$ cat src/sv/sspe_pkg.sv
// Shared types and constants for the stepper segment pulse executor.
package sspe_pkg;

  localparam int QUEUE_DEPTH_DEF = 16;
  localparam int ANGLE_FRAC_DEF  = 16;

  // angle diff (33) times steps per rev (17), plus residue
  localparam int PROD_W = 50;
  localparam int TOT_W  = 51;

  localparam logic [1:0] CFG_INTERVAL = 2'd0;
  localparam logic [1:0] CFG_SPR      = 2'd1;
  localparam logic [1:0] CFG_MODE     = 2'd2;

  typedef enum logic [1:0] {
    K_TICK  = 2'd0,
    K_START = 2'd1,
    K_PUSH  = 2'd2,
    K_NOP   = 2'd3
  } kind_t;

  typedef struct packed {
    kind_t       kind;
    logic [31:0] value;
    logic        last;
  } item_t;

  typedef struct packed {
    logic [1:0] pulses;
    logic       direction;
    logic       running;
    logic       push_accepted;
    logic       finished;
    logic [4:0] level;
  } result_t;

endpackage

$ cat src/sv/sspe_front.sv
// Front end: accepts input beats, classifies the action, two-entry item queue.
module sspe_front (
  input  logic           clk,
  input  logic           rst,
  input  logic           in_valid,
  output logic           in_stall,
  input  logic [1:0]     action,
  input  logic [31:0]    segment_value,
  input  logic           segment_last,
  output logic           q_valid,
  output sspe_pkg::item_t q_item,
  input  logic           q_take
);
  import sspe_pkg::*;

  item_t      ent [2];
  logic       wp;
  logic       rp;
  logic [1:0] cnt;
  logic       push;
  item_t      cls;

  always_comb begin
    cls.value = segment_value;
    cls.last  = segment_last;
    case (action)
      K_TICK:  cls.kind = K_TICK;
      K_START: cls.kind = K_START;
      K_PUSH:  cls.kind = K_PUSH;
      default: cls.kind = K_NOP;
    endcase
  end

  assign in_stall = (cnt == 2'd2);
  assign push     = in_valid && !in_stall;
  assign q_valid  = (cnt != 2'd0);
  assign q_item   = ent[rp];

  always_ff @(posedge clk) begin
    if (push) ent[wp] <= cls;
  end

  always_ff @(posedge clk) begin
    if (rst) begin
      wp  <= 1'b0;
      rp  <= 1'b0;
      cnt <= '0;
    end else begin
      if (push) wp <= ~wp;
      if (q_take) rp <= ~rp;
      cnt <= cnt + {1'b0, push} - {1'b0, q_take};
    end
  end
endmodule

$ cat config.mk
export PLATFORM = sky130hd
export DESIGN_NAME = sspe_front
export DESIGN_NICKNAME = d
export VERILOG_FILES = /design/src/sv/sspe_pkg.sv /design/src/sv/sspe_front.sv
export SDC_FILE = /design/constraint.sdc
export NUM_CORES = 1
export LEC_CHECK = 0
export BUFFER_PORTS_ARGS = -buffer_cell sky130_fd_sc_hd__buf_2
export CORE_MARGIN = 2
export CORE_UTILIZATION = 54
export CTS_BUF_LIST = sky130_fd_sc_hd__clkbuf_8
export CTS_CLUSTER_SIZE = 12
export DETAILED_ROUTE_END_ITERATION = 10
export MAX_ROUTING_LAYER = met4
export PLACE_DENSITY = 0.86
export RECOVER_POWER = 25
export SLEW_MARGIN = 20
export SYNTH_ARGS = -nofsm -noshare
export SYNTH_HDL_FRONTEND = slang
export SYNTH_SLANG_ARGS = --single-unit
$ cat constraint.sdc
create_clock -name clk -period 2.3 [get_ports clk]
set_input_delay 0.115 -clock clk [delete_from_list [all_inputs] [get_ports clk]]
set_output_delay 0.115 -clock clk [all_outputs]
set_load 0.01 [all_outputs]
==> metrics.txt <==
status=complete, no violations; Netlist cell types=22; Final Cycle Share=0.832; clock skew after layout=7.08 ps; accumulated negative setup slack=0 ps; start-to-end type of the worst setup path=flop to output pin; Top Ports=76; Num CTS Buffers=9; Fmax=523 MHz; Psw=a little over 700 µW; first-iteration detailed-routing DRC count=78; average via count per standard cell=between 4 and 5; post-synthesis instance area=2770 µm²; core footprint=a little over 5000 µm²; internal power summed over all cells=roughly 2.4 mW; Die X-Extent=between 70 and 80 µm; overall via count from detail_route=approximately 1600; gr ovfl total=0; leakage power summed over all cells=1.42 nW; power density relative to cell area=825 nW/µm²; worst vdd ir=around 0.59 mV; launching element type of the critical path=flop; post-synthesis sequential area ratio=0.795; clock latency of the later-clocked register in the worst-skew pair=about 340 ps; clock root buffer master=sky130_fd_sc_hd__clkbuf_8; Final ANT Viol Nets=0; signal arrival time at the worst endpoint=approximately 1800 ps; Routed WL per cell=~15 µm; unrepaired setup endpoints after global routing=no; synthesized netlist cell count=about 140; Post-CTS Setup Bufs=0; share of final-layout standard cells stronger than drive strength 1=0.448; min cycle time layout=1910 ps; worst r2r path cells=5; Worst Slack Setup Final=between 300 and 400 ps; Sw Ratio=0.231; total of fill cells in the finished design=307; Final Slew Violations=0; overall die area=~5700 µm²; biggest fanout along the worst timing path=24; capture point of the worst reg-to-reg path=ent[0][22]$_DFFE_PP_; wirelength, routed=approximately 4900 µm; post-layout power=slightly above 3 mW; cell type with the largest total area after synthesis=sky130_fd_sc_hd__edfxtp_1; count of H-tree levels built during CTS=3; floorplan row count=26; number of sinks on the clock net=75; post-detailed-placement half-perimeter wirelength=between 2000 and 3000 µm; Final #Nets=298; buffer depth of the longest clock path=2; commonest cells after routing, fill and taps aside=sky130_fd_sc_hd__edfxtp_1 (70), sky130_fd_sc_hd__buf_2 (57), sky130_fd_sc_hd__dlygate4sd3_1 (36), sky130_fd_sc_hd__mux2_2 (35), sky130_fd_sc_hd__clkbuf_1 (16); transition at the pin with the smallest max-transition slack=slightly below 600 ps; hold slack final=about 83 ps; worst max-slew margin expressed relative to the limit=0.614; beginning of the worst hold path=q_take; most frequent standard cell in the layout excluding fill and tap cells=sky130_fd_sc_hd__edfxtp_1; Buffers on Ports=75; Comb power frac=0.158; number of flip-flops and latches in the synthesized netlist=75; Worst Hold Depth=3; dominant cells by area after synthesis=sky130_fd_sc_hd__edfxtp_1 (76%), sky130_fd_sc_hd__mux2_2 (14%), sky130_fd_sc_hd__dfxtp_1 (3.6%), sky130_fd_sc_hd__buf_6 (1.2%), sky130_fd_sc_hd__ha_1 (0.90%); via count of the first global-routing pass=about 1700; antenna diode count=0; Final Hold Viols=0; total iterations of the first detailed-routing run=4; count of cells resized by post-cts repair=0; remaining design rule violation count=0; clock network fraction of total power=0.292; hold-fix buffers at CTS=36; number of max-capacitance violations reported=0; Synth-to-Final Area Change=35.0%; Flop pwr share=0.550; final core utilization=0.742; Die Ht=75.6 µm; antenna violations before repair=0; maximum number of pins on one net before global-route repair=36; clock-pin slew reported for the worst setup and hold paths after clock tree synthesis=approximately 60 ps; Req. time, crit path=2180 ps; Critical Path End Type=output pin; nets in the synthesized netlist=about 180; area share of the largest cell type after synthesis=0.758; overall track demand over capacity in global routing=0.191; YS warnings=0; synthesized area divided by synthesized cell count=about 20 µm²; Placement Setup Slack=a little under 600 ps; worst flop-to-flop path startpoint=cnt[0]$_SDFF_PP0_; type of the most critical hold path=primary input to flop; starting density of the core=0.550; slack of the worst reg-to-reg path=~600 ps; first-pass GRT wire length=between 7000 and 8000 µm; Setup Viol. Count Final=0; CTS tree=built; final estimated routing congestion in global placement=0.695
-- metal layers --
layer / track usage / up-vias / part of all wire
met3: 0.0397 / 10 / 0.036
met1: 0.201 / 798 / 0.39
met2: 0.345 / 56 / 0.55
li1: - / 759 / -
met5: - / - / 0
met4: 0.0819 / 0 / 0.017
-- kinds of logic after synthesis --
group	synth area share
adder cells (fa/ha/maj)	0.00903
multiplexers	0.142
AO/OA/AOI/OAI	0.00361
flip-flops	0.795
buffers and inverters	0.0221
AND/OR/NAND/NOR	0.0221
XOR/XNOR	0.00632
-- worst max path at each step --
stage / cells past startpoint / slack, ps / start / to
2_1_floorplan: 4 / 390 / cnt[0]$_SDFF_PP0_ / ent[0][0]$_DFFE_PP_
3_3_place_gp: 5 / 660 / cnt[0]$_SDFF_PP0_ / ent[0][19]$_DFFE_PP_
3_5_place_dp: 5 / 590 / cnt[0]$_SDFF_PP0_ / ent[0][19]$_DFFE_PP_
4_1_cts: 3 / 360 / flop / q_item[10]
5_1_grt: 3 / 290 / flop / q_item[11]
6_report: 3 / 390 / flop / q_item[13]
-- power by group through the flow --
stage	Sequential (mW)	Clock, mW	Combinational (mW)
after floorplan	1.70	0	0.282
after global placement	1.72	0	0.433
after detailed placement	1.73	0	0.442
after CTS	1.70	0.918	0.492
after global routing	1.71	0.969	0.533
final	1.70	0.902	0.487
-- sequential cells by signal, indices dropped and copies added (netlist names), named ones only --
| signal | flops |
|---|---|
| ent | 70 |
| cnt | 2 |
| rp | 1 |
| wp | 1 |
-- cell type report --
type,instances,area [µm²],area share
Clock buffer,9,124,0.0331
Clock inverter,4,45.0,0.0120
Inverter,4,15.0,0.00401
Multi-Input combinational cell,52,508,0.136
Sequential cell,75,2200,0.589
Tap cell,70,87.6,0.0234
Timing Repair Buffer,115,758,0.203
-- synth_stat cells --
master and instances:
sky130_fd_sc_hd__edfxtp_1 70, sky130_fd_sc_hd__mux2_2 35, sky130_fd_sc_hd__dfxtp_1 5, sky130_fd_sc_hd__buf_6 3, sky130_fd_sc_hd__inv_1 3, sky130_fd_sc_hd__nor2_1 3
sky130_fd_sc_hd__clkbuf_1 2, sky130_fd_sc_hd__ha_1 2, sky130_fd_sc_hd__a21oi_1 1, sky130_fd_sc_hd__and2_1 1, sky130_fd_sc_hd__and3_2 1, sky130_fd_sc_hd__buf_2 1
sky130_fd_sc_hd__inv_2 1, sky130_fd_sc_hd__nand2_1 1, sky130_fd_sc_hd__nand2b_2 1, sky130_fd_sc_hd__nor2b_1 1, sky130_fd_sc_hd__nor3_1 1, sky130_fd_sc_hd__o21ai_0 1
sky130_fd_sc_hd__or2_2 1, sky130_fd_sc_hd__or3_1 1, sky130_fd_sc_hd__xnor2_1 1, sky130_fd_sc_hd__xor2_1 1
-- per-stage QoR --
| stage | instance area [µm²] | cells |
|---|---|---|
| 3_3_place_gp | 3230 | 280 |
| 4_1_cts | 3760 | 329 |
| 5_1_grt | 3740 | 329 |
| 6_report | 3740 | 329 |
| 2_1_floorplan | 2770 | 137 |
| 3_5_place_dp | 3230 | 280 |
-- worst max-delay path, stage by stage (launching register included) --
cell	delay, ps
sky130_fd_sc_hd__dfxtp_2	700
sky130_fd_sc_hd__buf_4	270
sky130_fd_sc_hd__mux2_2	350
sky130_fd_sc_hd__buf_2	140
(Power assumes the default switching activity.)
